--- src/rtl/rnwh_pkg.sv ---
// ----------------------------------------------------------------------------
// rnwh_pkg
// Types and constants of the nearest wall hit ray caster.
// ----------------------------------------------------------------------------
`default_nettype none

package rnwh_pkg;

    localparam int COORD_WIDTH = 16;                      // coordinate width, Q12.4 at 16
    localparam int DIR_W       = 16;                      // direction, Q1.14
    localparam int DIFF_W      = COORD_WIDTH + 1;         // coordinate difference
    localparam int OP_W        = (DIFF_W > DIR_W) ? DIFF_W : DIR_W;
    localparam int PROD_W      = 2 * OP_W;
    localparam int DEN_W       = PROD_W;                  // den and t numerator
    localparam int UN_W        = PROD_W + 1;              // u numerator
    localparam int QUO_W       = 16;                      // quotient bits of the divider
    localparam int DIST_FRAC   = 14;                      // undo the Q1.14 direction scale
    localparam int SENSE_FRAC  = 15;                      // Q1.15 sensor scale
    localparam int DIV_W       = UN_W + QUO_W;
    localparam int DIV_CNT_W   = $clog2(QUO_W + 1);
    localparam int RANGE_W     = 15;
    localparam int SENSE_W     = 16;

    localparam logic [SENSE_W-1:0] ONE_Q15  = 16'h8000;
    localparam logic [QUO_W-1:0]   DIST_SAT = 16'hFFFF;

    localparam logic [RANGE_W-1:0] SIGHT_RESET = 15'd1600;
    localparam logic [RANGE_W-1:0] TOUCH_RESET = 15'd109;

    localparam int CFG_IDX_W  = 1;
    localparam int CFG_DATA_W = RANGE_W;
    localparam logic [CFG_IDX_W-1:0] REG_SIGHT_RANGE    = 1'd0;
    localparam logic [CFG_IDX_W-1:0] REG_TOUCH_DISTANCE = 1'd1;

    typedef struct packed {
        logic signed [COORD_WIDTH-1:0] ray_x;
        logic signed [COORD_WIDTH-1:0] ray_y;
        logic signed [DIR_W-1:0]       dir_x;
        logic signed [DIR_W-1:0]       dir_y;
        logic signed [COORD_WIDTH-1:0] wall_ax;
        logic signed [COORD_WIDTH-1:0] wall_ay;
        logic signed [COORD_WIDTH-1:0] wall_bx;
        logic signed [COORD_WIDTH-1:0] wall_by;
        logic                          last_wall;
    } in_t;

    typedef struct packed {
        logic                 hit_found;
        logic [RANGE_W-1:0]   hit_distance;
        logic [SENSE_W-1:0]   sensor_value;
        logic                 contact;
    } out_t;

endpackage

`default_nettype wire

--- src/rtl/ray_nearest_wall_hit_top.sv ---
// ----------------------------------------------------------------------------
// ray_nearest_wall_hit_top
// Ray caster: intersects one ray with one wall per transfer, keeps the nearest
// hit and a contact flag, and reports them on the ray's last wall.
// ----------------------------------------------------------------------------
//
//  port group   dir  handshake          payload
//  s_*          in   s_valid/s_ready    in_t  (ray, direction, wall, last_wall)
//  m_*          out  m_valid/m_ready    out_t (hit, distance, sensor, contact)
//  cfg_*        in   cfg_we             cfg_index, cfg_wdata
//
//  A wall passes the transfer, the shared multiplier (six products, one accumulate), a
//  hit test and, only on a hit, the restoring divider and an update. The last wall adds
//  the sensor division (skipped when no hit is stored) and a load of the output.
//  The output register frees the input side while a result waits on m_ready; a second
//  last wall holds in its load cycle until then. Reset is synchronous, no clearing pass.
//
`default_nettype none

module ray_nearest_wall_hit_top (
    input  wire                            aclk,
    input  wire                            aresetn,
    input  wire                            s_valid,
    output logic                           s_ready,
    input  rnwh_pkg::in_t                  s_data,
    output logic                           m_valid,
    input  wire                            m_ready,
    output rnwh_pkg::out_t                 m_data,
    input  wire                            cfg_we,
    input  wire [rnwh_pkg::CFG_IDX_W-1:0]  cfg_index,
    input  wire [rnwh_pkg::CFG_DATA_W-1:0] cfg_wdata
);
    import rnwh_pkg::*;

    typedef enum logic [6:0] {
        ST_IDLE = 7'b0000001,
        ST_MUL  = 7'b0000010,
        ST_TEST = 7'b0000100,
        ST_DIV  = 7'b0001000,
        ST_UPD  = 7'b0010000,
        ST_NORM = 7'b0100000,
        ST_EMIT = 7'b1000000
    } state_t;

    localparam logic [2:0] STEP_DEN_A = 3'd0;
    localparam logic [2:0] STEP_DEN_B = 3'd1;
    localparam logic [2:0] STEP_TN_A  = 3'd2;
    localparam logic [2:0] STEP_TN_B  = 3'd3;
    localparam logic [2:0] STEP_UN_A  = 3'd4;
    localparam logic [2:0] STEP_UN_B  = 3'd5;
    localparam logic [2:0] STEP_LAST  = 3'd6;

    localparam logic [DIV_CNT_W-1:0] DIV_LAST = DIV_CNT_W'(QUO_W);

    // control
    state_t                 state_reg, state_next;
    logic [2:0]             mul_cnt_reg, mul_cnt_next;
    logic [DIV_CNT_W-1:0]   div_cnt_reg, div_cnt_next;
    logic                   div_sense_reg, div_sense_next;
    logic                   best_valid_reg, best_valid_next;
    logic                   touch_seen_reg, touch_seen_next;
    logic                   m_valid_reg, m_valid_next;
    logic [RANGE_W-1:0]     sight_reg, sight_next;
    logic [RANGE_W-1:0]     touch_reg, touch_next;

    // datapath
    logic signed [DIFF_W-1:0] a_reg, a_next;   // ay - by
    logic signed [DIFF_W-1:0] b_reg, b_next;   // ax - bx
    logic signed [DIFF_W-1:0] c_reg, c_next;   // ay - ray_y
    logic signed [DIFF_W-1:0] e_reg, e_next;   // ax - ray_x
    logic signed [DIR_W-1:0]  dx_reg, dx_next;
    logic signed [DIR_W-1:0]  dy_reg, dy_next;
    logic                     last_reg, last_next;
    logic signed [PROD_W-1:0] prod_reg, prod_next;
    logic signed [DEN_W-1:0]  den_reg, den_next;
    logic signed [DEN_W-1:0]  tn_reg, tn_next;
    logic signed [UN_W-1:0]   un_reg, un_next;
    logic [DIV_W-1:0]         rem_reg, rem_next;
    logic [DIV_W-1:0]         dsh_reg, dsh_next;
    logic [QUO_W-1:0]         quo_reg, quo_next;
    logic                     sat_reg, sat_next;
    logic [RANGE_W-1:0]       best_reg, best_next;
    logic [SENSE_W-1:0]       sense_reg, sense_next;
    out_t                     out_reg, out_next;

    // shared multiplier operands
    logic signed [OP_W-1:0]   mul_a, mul_b;

    // hit test
    logic                     den_zero, den_neg, tn_neg, tn_zero, un_neg, un_zero;
    logic                     t_ok, hit;
    logic [DEN_W-1:0]         den_mag;
    logic [UN_W-1:0]          un_mag;

    // divider step
    logic                     div_ge;
    logic [DIV_W-1:0]         div_diff;

    // distance update
    logic [QUO_W-1:0]         hit_dist;
    logic                     dist_in_sight, dist_closer, dist_touch;

    assign s_ready = (state_reg == ST_IDLE);
    assign m_valid = m_valid_reg;
    assign m_data  = out_reg;

    always_comb begin
        case (mul_cnt_reg)
            STEP_DEN_A: begin
                mul_a = OP_W'(a_reg);
                mul_b = OP_W'(dx_reg);
            end
            STEP_DEN_B: begin
                mul_a = OP_W'(b_reg);
                mul_b = OP_W'(dy_reg);
            end
            STEP_TN_A: begin
                mul_a = OP_W'(c_reg);
                mul_b = OP_W'(dx_reg);
            end
            STEP_TN_B: begin
                mul_a = OP_W'(e_reg);
                mul_b = OP_W'(dy_reg);
            end
            STEP_UN_A: begin
                mul_a = OP_W'(a_reg);
                mul_b = OP_W'(e_reg);
            end
            STEP_UN_B: begin
                mul_a = OP_W'(b_reg);
                mul_b = OP_W'(c_reg);
            end
            default: begin
                mul_a = '0;
                mul_b = '0;
            end
        endcase
    end

    always_comb begin
        den_zero = (den_reg == '0);
        den_neg  = den_reg[DEN_W-1];
        tn_neg   = tn_reg[DEN_W-1];
        tn_zero  = (tn_reg == '0);
        un_neg   = un_reg[UN_W-1];
        un_zero  = (un_reg == '0);
        t_ok     = den_neg ? (tn_neg && (tn_reg > den_reg))
                           : (!tn_neg && !tn_zero && (tn_reg < den_reg));
        hit      = !den_zero && t_ok && !un_zero && (un_neg == den_neg);
        den_mag  = den_neg ? DEN_W'(-den_reg) : DEN_W'(den_reg);
        un_mag   = un_neg ? UN_W'(-un_reg) : UN_W'(un_reg);
    end

    assign div_ge   = (rem_reg >= dsh_reg);
    assign div_diff = rem_reg - dsh_reg;

    always_comb begin
        hit_dist      = sat_reg ? DIST_SAT : quo_reg;
        dist_in_sight = (hit_dist < {1'b0, sight_reg});
        dist_closer   = !best_valid_reg || (hit_dist < {1'b0, best_reg});
        dist_touch    = (hit_dist <= {1'b0, touch_reg});
    end

    always_comb begin
        state_next      = state_reg;
        mul_cnt_next    = mul_cnt_reg;
        div_cnt_next    = div_cnt_reg;
        div_sense_next  = div_sense_reg;
        best_valid_next = best_valid_reg;
        touch_seen_next = touch_seen_reg;
        m_valid_next    = m_valid_reg;
        sight_next      = sight_reg;
        touch_next      = touch_reg;
        a_next          = a_reg;
        b_next          = b_reg;
        c_next          = c_reg;
        e_next          = e_reg;
        dx_next         = dx_reg;
        dy_next         = dy_reg;
        last_next       = last_reg;
        prod_next       = prod_reg;
        den_next        = den_reg;
        tn_next         = tn_reg;
        un_next         = un_reg;
        rem_next        = rem_reg;
        dsh_next        = dsh_reg;
        quo_next        = quo_reg;
        sat_next        = sat_reg;
        best_next       = best_reg;
        sense_next      = sense_reg;
        out_next        = out_reg;

        if (m_valid_reg && m_ready) begin
            m_valid_next = 1'b0;
        end

        if (cfg_we) begin
            case (cfg_index)
                REG_SIGHT_RANGE:    sight_next = cfg_wdata;
                REG_TOUCH_DISTANCE: touch_next = cfg_wdata;
                default: ;
            endcase
        end

        case (state_reg)
            ST_IDLE: begin
                if (s_valid) begin
                    a_next       = DIFF_W'(s_data.wall_ay) - DIFF_W'(s_data.wall_by);
                    b_next       = DIFF_W'(s_data.wall_ax) - DIFF_W'(s_data.wall_bx);
                    c_next       = DIFF_W'(s_data.wall_ay) - DIFF_W'(s_data.ray_y);
                    e_next       = DIFF_W'(s_data.wall_ax) - DIFF_W'(s_data.ray_x);
                    dx_next      = s_data.dir_x;
                    dy_next      = s_data.dir_y;
                    last_next    = s_data.last_wall;
                    mul_cnt_next = STEP_DEN_A;
                    state_next   = ST_MUL;
                end
            end
            ST_MUL: begin
                prod_next = PROD_W'(mul_a) * PROD_W'(mul_b);
                // accumulate the product registered in the previous step
                case (mul_cnt_reg)
                    STEP_DEN_B: den_next = DEN_W'(prod_reg);
                    STEP_TN_A:  den_next = den_reg - DEN_W'(prod_reg);
                    STEP_TN_B:  tn_next  = DEN_W'(prod_reg);
                    STEP_UN_A:  tn_next  = tn_reg - DEN_W'(prod_reg);
                    STEP_UN_B:  un_next  = UN_W'(prod_reg);
                    STEP_LAST:  un_next  = un_reg - UN_W'(prod_reg);
                    default: ;
                endcase
                if (mul_cnt_reg == STEP_LAST) begin
                    state_next = ST_TEST;
                end else begin
                    mul_cnt_next = mul_cnt_reg + 3'd1;
                end
            end
            ST_TEST: begin
                if (hit) begin
                    rem_next       = DIV_W'(un_mag) << DIST_FRAC;
                    dsh_next       = DIV_W'(den_mag) << QUO_W;
                    quo_next       = '0;
                    div_cnt_next   = '0;
                    div_sense_next = 1'b0;
                    state_next     = ST_DIV;
                end else if (last_reg) begin
                    state_next = ST_NORM;
                end else begin
                    state_next = ST_IDLE;
                end
            end
            ST_DIV: begin
                // first step only checks for quotient overflow
                if (div_cnt_reg == '0) begin
                    sat_next = div_ge;
                end else begin
                    quo_next = {quo_reg[QUO_W-2:0], div_ge};
                    if (div_ge) begin
                        rem_next = div_diff;
                    end
                end
                dsh_next = dsh_reg >> 1;
                if (div_cnt_reg == DIV_LAST) begin
                    state_next = ST_UPD;
                end else begin
                    div_cnt_next = div_cnt_reg + DIV_CNT_W'(1);
                end
            end
            ST_UPD: begin
                if (div_sense_reg) begin
                    if (sat_reg || (quo_reg > ONE_Q15)) begin
                        sense_next = ONE_Q15;
                    end else begin
                        sense_next = quo_reg;
                    end
                    state_next = ST_EMIT;
                end else begin
                    if (dist_in_sight && dist_closer) begin
                        best_next       = hit_dist[RANGE_W-1:0];
                        best_valid_next = 1'b1;
                    end
                    if (dist_touch) begin
                        touch_seen_next = 1'b1;
                    end
                    state_next = last_reg ? ST_NORM : ST_IDLE;
                end
            end
            ST_NORM: begin
                if (best_valid_reg) begin
                    rem_next       = DIV_W'(best_reg) << SENSE_FRAC;
                    dsh_next       = DIV_W'(sight_reg) << QUO_W;
                    quo_next       = '0;
                    div_cnt_next   = '0;
                    div_sense_next = 1'b1;
                    state_next     = ST_DIV;
                end else begin
                    sense_next = ONE_Q15;
                    state_next = ST_EMIT;
                end
            end
            ST_EMIT: begin
                if (!m_valid_reg || m_ready) begin
                    out_next.hit_found    = best_valid_reg;
                    out_next.hit_distance = best_valid_reg ? best_reg : '0;
                    out_next.sensor_value = sense_reg;
                    out_next.contact      = touch_seen_reg;
                    m_valid_next          = 1'b1;
                    best_valid_next       = 1'b0;
                    touch_seen_next       = 1'b0;
                    best_next             = '0;
                    state_next            = ST_IDLE;
                end
            end
            default: begin
                state_next = ST_IDLE;
            end
        endcase
    end

    always_ff @(posedge aclk) begin
        if (!aresetn) begin
            state_reg      <= ST_IDLE;
            mul_cnt_reg    <= '0;
            div_cnt_reg    <= '0;
            div_sense_reg  <= 1'b0;
            best_valid_reg <= 1'b0;
            touch_seen_reg <= 1'b0;
            m_valid_reg    <= 1'b0;
            sight_reg      <= SIGHT_RESET;
            touch_reg      <= TOUCH_RESET;
        end else begin
            state_reg      <= state_next;
            mul_cnt_reg    <= mul_cnt_next;
            div_cnt_reg    <= div_cnt_next;
            div_sense_reg  <= div_sense_next;
            best_valid_reg <= best_valid_next;
            touch_seen_reg <= touch_seen_next;
            m_valid_reg    <= m_valid_next;
            sight_reg      <= sight_next;
            touch_reg      <= touch_next;
        end
    end

    always_ff @(posedge aclk) begin
        a_reg     <= a_next;
        b_reg     <= b_next;
        c_reg     <= c_next;
        e_reg     <= e_next;
        dx_reg    <= dx_next;
        dy_reg    <= dy_next;
        last_reg  <= last_next;
        prod_reg  <= prod_next;
        den_reg   <= den_next;
        tn_reg    <= tn_next;
        un_reg    <= un_next;
        rem_reg   <= rem_next;
        dsh_reg   <= dsh_next;
        quo_reg   <= quo_next;
        sat_reg   <= sat_next;
        best_reg  <= best_next;
        sense_reg <= sense_next;
        out_reg   <= out_next;
    end

endmodule

`default_nettype wire

--- config.mk ---
export PLATFORM = sky130hd
export DESIGN_NAME = ray_nearest_wall_hit_top
export DESIGN_NICKNAME = d
export VERILOG_FILES = /design/src/rtl/rnwh_pkg.sv /design/src/rtl/ray_nearest_wall_hit_top.sv
export SDC_FILE = /design/constraint.sdc
export NUM_CORES = 2
export LEC_CHECK = 0
export BUFFER_PORTS_ARGS = -buffer_cell sky130_fd_sc_hd__buf_2
export CORE_AREA = 5 5 272 274
export CTS_CLUSTER_DIAMETER = 200
export DETAILED_ROUTE_END_ITERATION = 6
export DIE_AREA = 0 0 277 279
export PLACE_DENSITY = 0.78
export SYNTH_ARGS = -nofsm -noshare
export SYNTH_HDL_FRONTEND = slang
export SYNTH_SLANG_ARGS = --single-unit
--- constraint.sdc ---
create_clock -name aclk -period 8.6 [get_ports aclk]
set_input_delay 0.43 -clock aclk [delete_from_list [all_inputs] [get_ports aclk]]
set_output_delay 0.43 -clock aclk [all_outputs]
set_load 0.01 [all_outputs]
* Yosys cells after proc, flatten, opt, wreduce, memory -nomap -nowiden
Cells that the tools add are included.
** Cells by class
- Add/sub/neg operators :: 12
- Bitwise logic cells :: 1
- $mul :: 1
- Eq/ne operators :: 30
- $lt $le $gt $ge :: 7
- Reduce and logical (&&, ||, !) cells :: 52
- Multiplexer cells :: 58
** Operator list (count)
- $mux 51 :: 6
- $pmux 51 s3 :: 2
- $pmux 17 s4 :: 2
- $pmux 34 s2 :: 2
- $mux 16 :: 7
- $pmux 35 s2 :: 1
- $logic_not 34->1 :: 2
- $sub 16x16->17 :: 4
- $sub 34x34->34 :: 2
- $ge 51x51->1 :: 1
- $sub 51x51->51 :: 1
- $pmux 7 s7 :: 1
- $pmux 16 s3 :: 1
- $mux 15 :: 3
- $mux 7 :: 6
- $logic_not 35->1 :: 1
- $mux 35 :: 1
- $neg 35->35 :: 1
- $sub 35x34->35 :: 1
- $gt 34x34->1 :: 1
- $lt 34x34->1 :: 1
- $mul 17x17->34 :: 1
- $mux 34 :: 1
- $neg 34->34 :: 1
- 40 further kinds :: 111
** Storage, ports and cells
- Logic and storage cells :: 191
- Output and inout bits :: 35
- Register bits after elaboration :: 470
- Input port bits :: 150

* Longest topological paths before layout
- Depth in word-level cells :: 10
- Depth in mapped cells :: 33

* Worst setup path after synthesis
No wires, ideal clock.
- Path type :: reg2reg
- From :: reg mul_cnt_reg[1]
- To :: reg prod_reg[33] (data pin)
- Setup slack :: 0.803 ns
- Arrival :: 7.537 ns
- Stages on the path, launching flop included :: 30
- Data required time :: 8.340 ns
- Setup time :: 0.260 ns
- Path buffers :: 3
- Clock period less this slack :: 7.797 ns
- Cell sequence :: dfxtp_1 > inv_1 > ha_1 > and2_1 > clkbuf_1 > clkbuf_1 > a222oi_1 > a21boi_1 > clkbuf_1 > nor2_1 > fa_1 > inv_1 > fa_1 > fa_1 > inv_1 > fa_1 > fa_1 > inv_1 > fa_1 > inv_1 > ha_1 > nand4_1 > or3_1 > o211ai_1 > a31oi_1 > o21ai_0 > a2111oi_0 > o21bai_1 > a21oi_1 > xnor2_1
** On the way
- Longest elaborated chain between the ends :: 4
- Elaborated cells on any way between the ends :: 13
** RTL lines
- from (decl) :: RTL line ray_nearest_wall_hit_top.sv:57 : logic [2:0] mul_cnt_reg, mul_cnt_next;
- from (signal assigned) :: RTL line ray_nearest_wall_hit_top.sv:332 : mul_cnt_reg <= mul_cnt_next;
- $eq 3x3->1, or another cell as far along :: RTL line ray_nearest_wall_hit_top.sv:108 : case (mul_cnt_reg)
- $reduce_or 2->1 (no line)
- $pmux 17 s4 :: RTL line ray_nearest_wall_hit_top.sv:108
- $mul 17x17->34 * :: RTL line ray_nearest_wall_hit_top.sv:220 : prod_next = PROD_W'(mul_a) * PROD_W'(mul_b);
- to (signal assigned) :: RTL line ray_nearest_wall_hit_top.sv:351 : prod_reg <= prod_next;
- to (decl) :: RTL line ray_nearest_wall_hit_top.sv:74 : logic signed [PROD_W-1:0] prod_reg, prod_next;
Mark *: on every way between the ends. The rest lies on a longest branch, timed or not.
A chain may end at the register's enable or synchronous reset.

* Worst setup path in the final report
- From :: reg mul_cnt_reg[0]
- To :: reg prod_reg[32] (data pin)
Same word-level chain as after synthesis.

==> results.ini <==
[sta]
relSlewSlack_pct = 20.6
drv_slew = 0
period_needed_ns = 8.14
fmaxAchievable_ghz = 0.123
tightest_slew_ns = 1.19
hold_viol_final = 0
period_share_pct = 94.6
fin_skew_ns = 0.0614
setup_viol = 0
fin_ws_ns = 0.464

[detailed_routing]
detail_route.iter0.violations = 2996
via_per_inst = 5.93
drc_errors = 28
routed_wl_um = 113000
avgRoutedWirePerCell_um = 19.8
drtPass1Iterations = 7
via_count = 33900
ant_nets = 0

[logic_synthesis]
synth_cell_types = 80
synth_ff_type = edfxtp_1
yosys_warnings = 0
synth-edff-count = 420
syn_area_sq_um = 42400
async_reset_ff_share_pct = 0
yosysSeqAreaShare_pct = 32.1
ys_ff_latch = 469
syn-num-nets = 5353
synth_area_per_cell_sq_um = 9.39
syn_inst = 4513

[setup_path]
r2r-end = prod_reg[32]
crit_fanout = 20
endpoint_kind = flip-flop
r2r_setup_slack_ns = 0.46
cp.arrival_ns = 8.48
r2r-start = mul_cnt_reg[0]
startpoint = mul_cnt_reg[0]
critPathLaunchType = flip-flop
worstSetupPathType = flip-flop to flip-flop
slowest_delay_ns = 0.54
crit_path_frequent_cell = fa_1
r2r_cells = 28
cp_slowest_cell = fa_1
required_ns = 8.95
crit_end = prod_reg[32]

[floorplan]
die_h_um = 279
rows = 98
fp.dieW_um = 277
num_io_pins = 185
core_sq_um = 71100
die_area_sq_um = 77300
start_util_pct = 59.6

[finish]
antenna_cells = 0
drive_above_1_share_pct = 8.97
largest_reg_flops = 51
layout_commonest_cell = inv_1
area_delta_synth_final_pct = 10.6
final_cell_mix = inv_1, edfxtp_1, nand2_1, ha_1, nor2_1
fin_nets = 5567

[outcome]
status = complete, but fails checks
violations = DRC

[placed_design]
port_buffers = 184
hpwlAfterDp_um = 89100
gp_congestion = 0.961
pre_cts_ws_ns = 0.285

[global_route]
first_global_vias = 34400
grt_pass1_wl_um = 181000
grt_use_total_pct = 28.9
antenna_found_initial = 0
grt_overflow = 0
grt_max_degree = 86

[clocking]
root_buffer = clkbuf_16
clock-sinks = 469
clk_latency_ns = 0.65
clk_pin_slew_worst_paths_ns = 0.06
cts_tree = built
cts_made_buffers = 53
htreeDepth = 2
cts_max_path_buffers = 3

[min_path]
min_path_type = input pin to flip-flop

[flow_run]
drv_cap = 0

[synthesized netlist by cell type, types with 46 or more instances]
cell      count  area (sq um)
nand2b_1     74           463
nor3_1       49           245
inv_1       648          2430
clkbuf_1    123           462
nand3_1      62           310
and2_1       50           313
nand2_1     426          1600
a21oi_1     257          1290
nor2_1      373          1400
o31ai_1      46           345
fa_1        304          6090
a21o_1      104           781
dfxtp_1      49           981
nor2b_1      58           363
o21ai_0     255          1280
xor2_1       90           788
xnor2_1     169          1480
edfxtp_1    420         12600
ha_1        386          4830
[worst max-delay path, delay by kind of cell, from the launching register on]
family | cells | cell delay (ns)
flip-flops | 1 | 0.35
AO/OA/AOI/OAI | 6 | 1.52
buffers and inverters | 6 | 0.70
XOR/XNOR | 1 | 0.08
AND/OR/NAND/NOR | 7 | 1.83
adder cells (fa/ha/maj) | 8 | 3.36
[kinds of logic (layout without fill, tap and decap cells)]
kind of cell,Yosys count,count (layout),share of synthesized area (%)
buf+inv,776,1035,6.87
flops,469,469,32.1
compound gates,1035,1035,15.7
fa+ha+maj,690,690,25.7
xor+xnor,259,259,5.35
simple gates,1280,1280,14.1
mux,4,4,0.0944
[area by class of cell]
cell class              count  area, sq um
repair buffers            286         1770
clock buffers              63         1390
fillers                  5765        24200
inverters                 649         2440
clock inverters            37          419
flip-flops and latches    469        13600
multi-input cells        3268        26100
well taps                 950         1190
[layer usage]
metal  wire (um)  vias to the layer above  track usage (%)
met1       45100                    16400             36.5
met5           0                        -                0
met3        7100                      285             3.18
met2       55500                     1249             51.0
met4        5610                        0             12.1
li1            -                    16000                -
[what timing repair did]
item | in CTS | in global routing
gates resized for setup | 0 | 23
buffers inserted | 0 | 4
hold buffers | 33 | 0
hold endpoints to repair | 33 | 0
setup endpoints to repair | 0 | 3
[stage by stage]
step	instance area (sq um)	hold WS, ns	util [%]	std cells	setup TNS, ns
floorplan	42400	0.400	-	4513	0
global placement	44700	0.401	62.8	5585	0
detailed placement	44700	0.407	62.8	5585	0
CTS	46800	0.0134	65.8	5718	0
global route	46900	0.0349	65.9	5722	-0.00187
finish	46900	0.0476	65.9	5722	0
[how the worst min path moves through the flow]
stage	cells after the start	slack [ns]	to	start
after global placement	0	0.40	m_data[12]	sense_reg[11]
final	3	0.05	sight_reg[6]	cfg_wdata[6]
after global routing	3	0.03	sight_reg[6]	cfg_wdata[6]
after floorplan	0	0.40	m_data[10]	sense_reg[9]
after CTS	3	0.01	touch_reg[0]	cfg_wdata[0]
after detailed placement	0	0.41	m_data[6]	sense_reg[5]
Power is left out: the tool's default activity adds up to more than one toggle a clock period on the data nets, which glitch-free logic cannot reach.
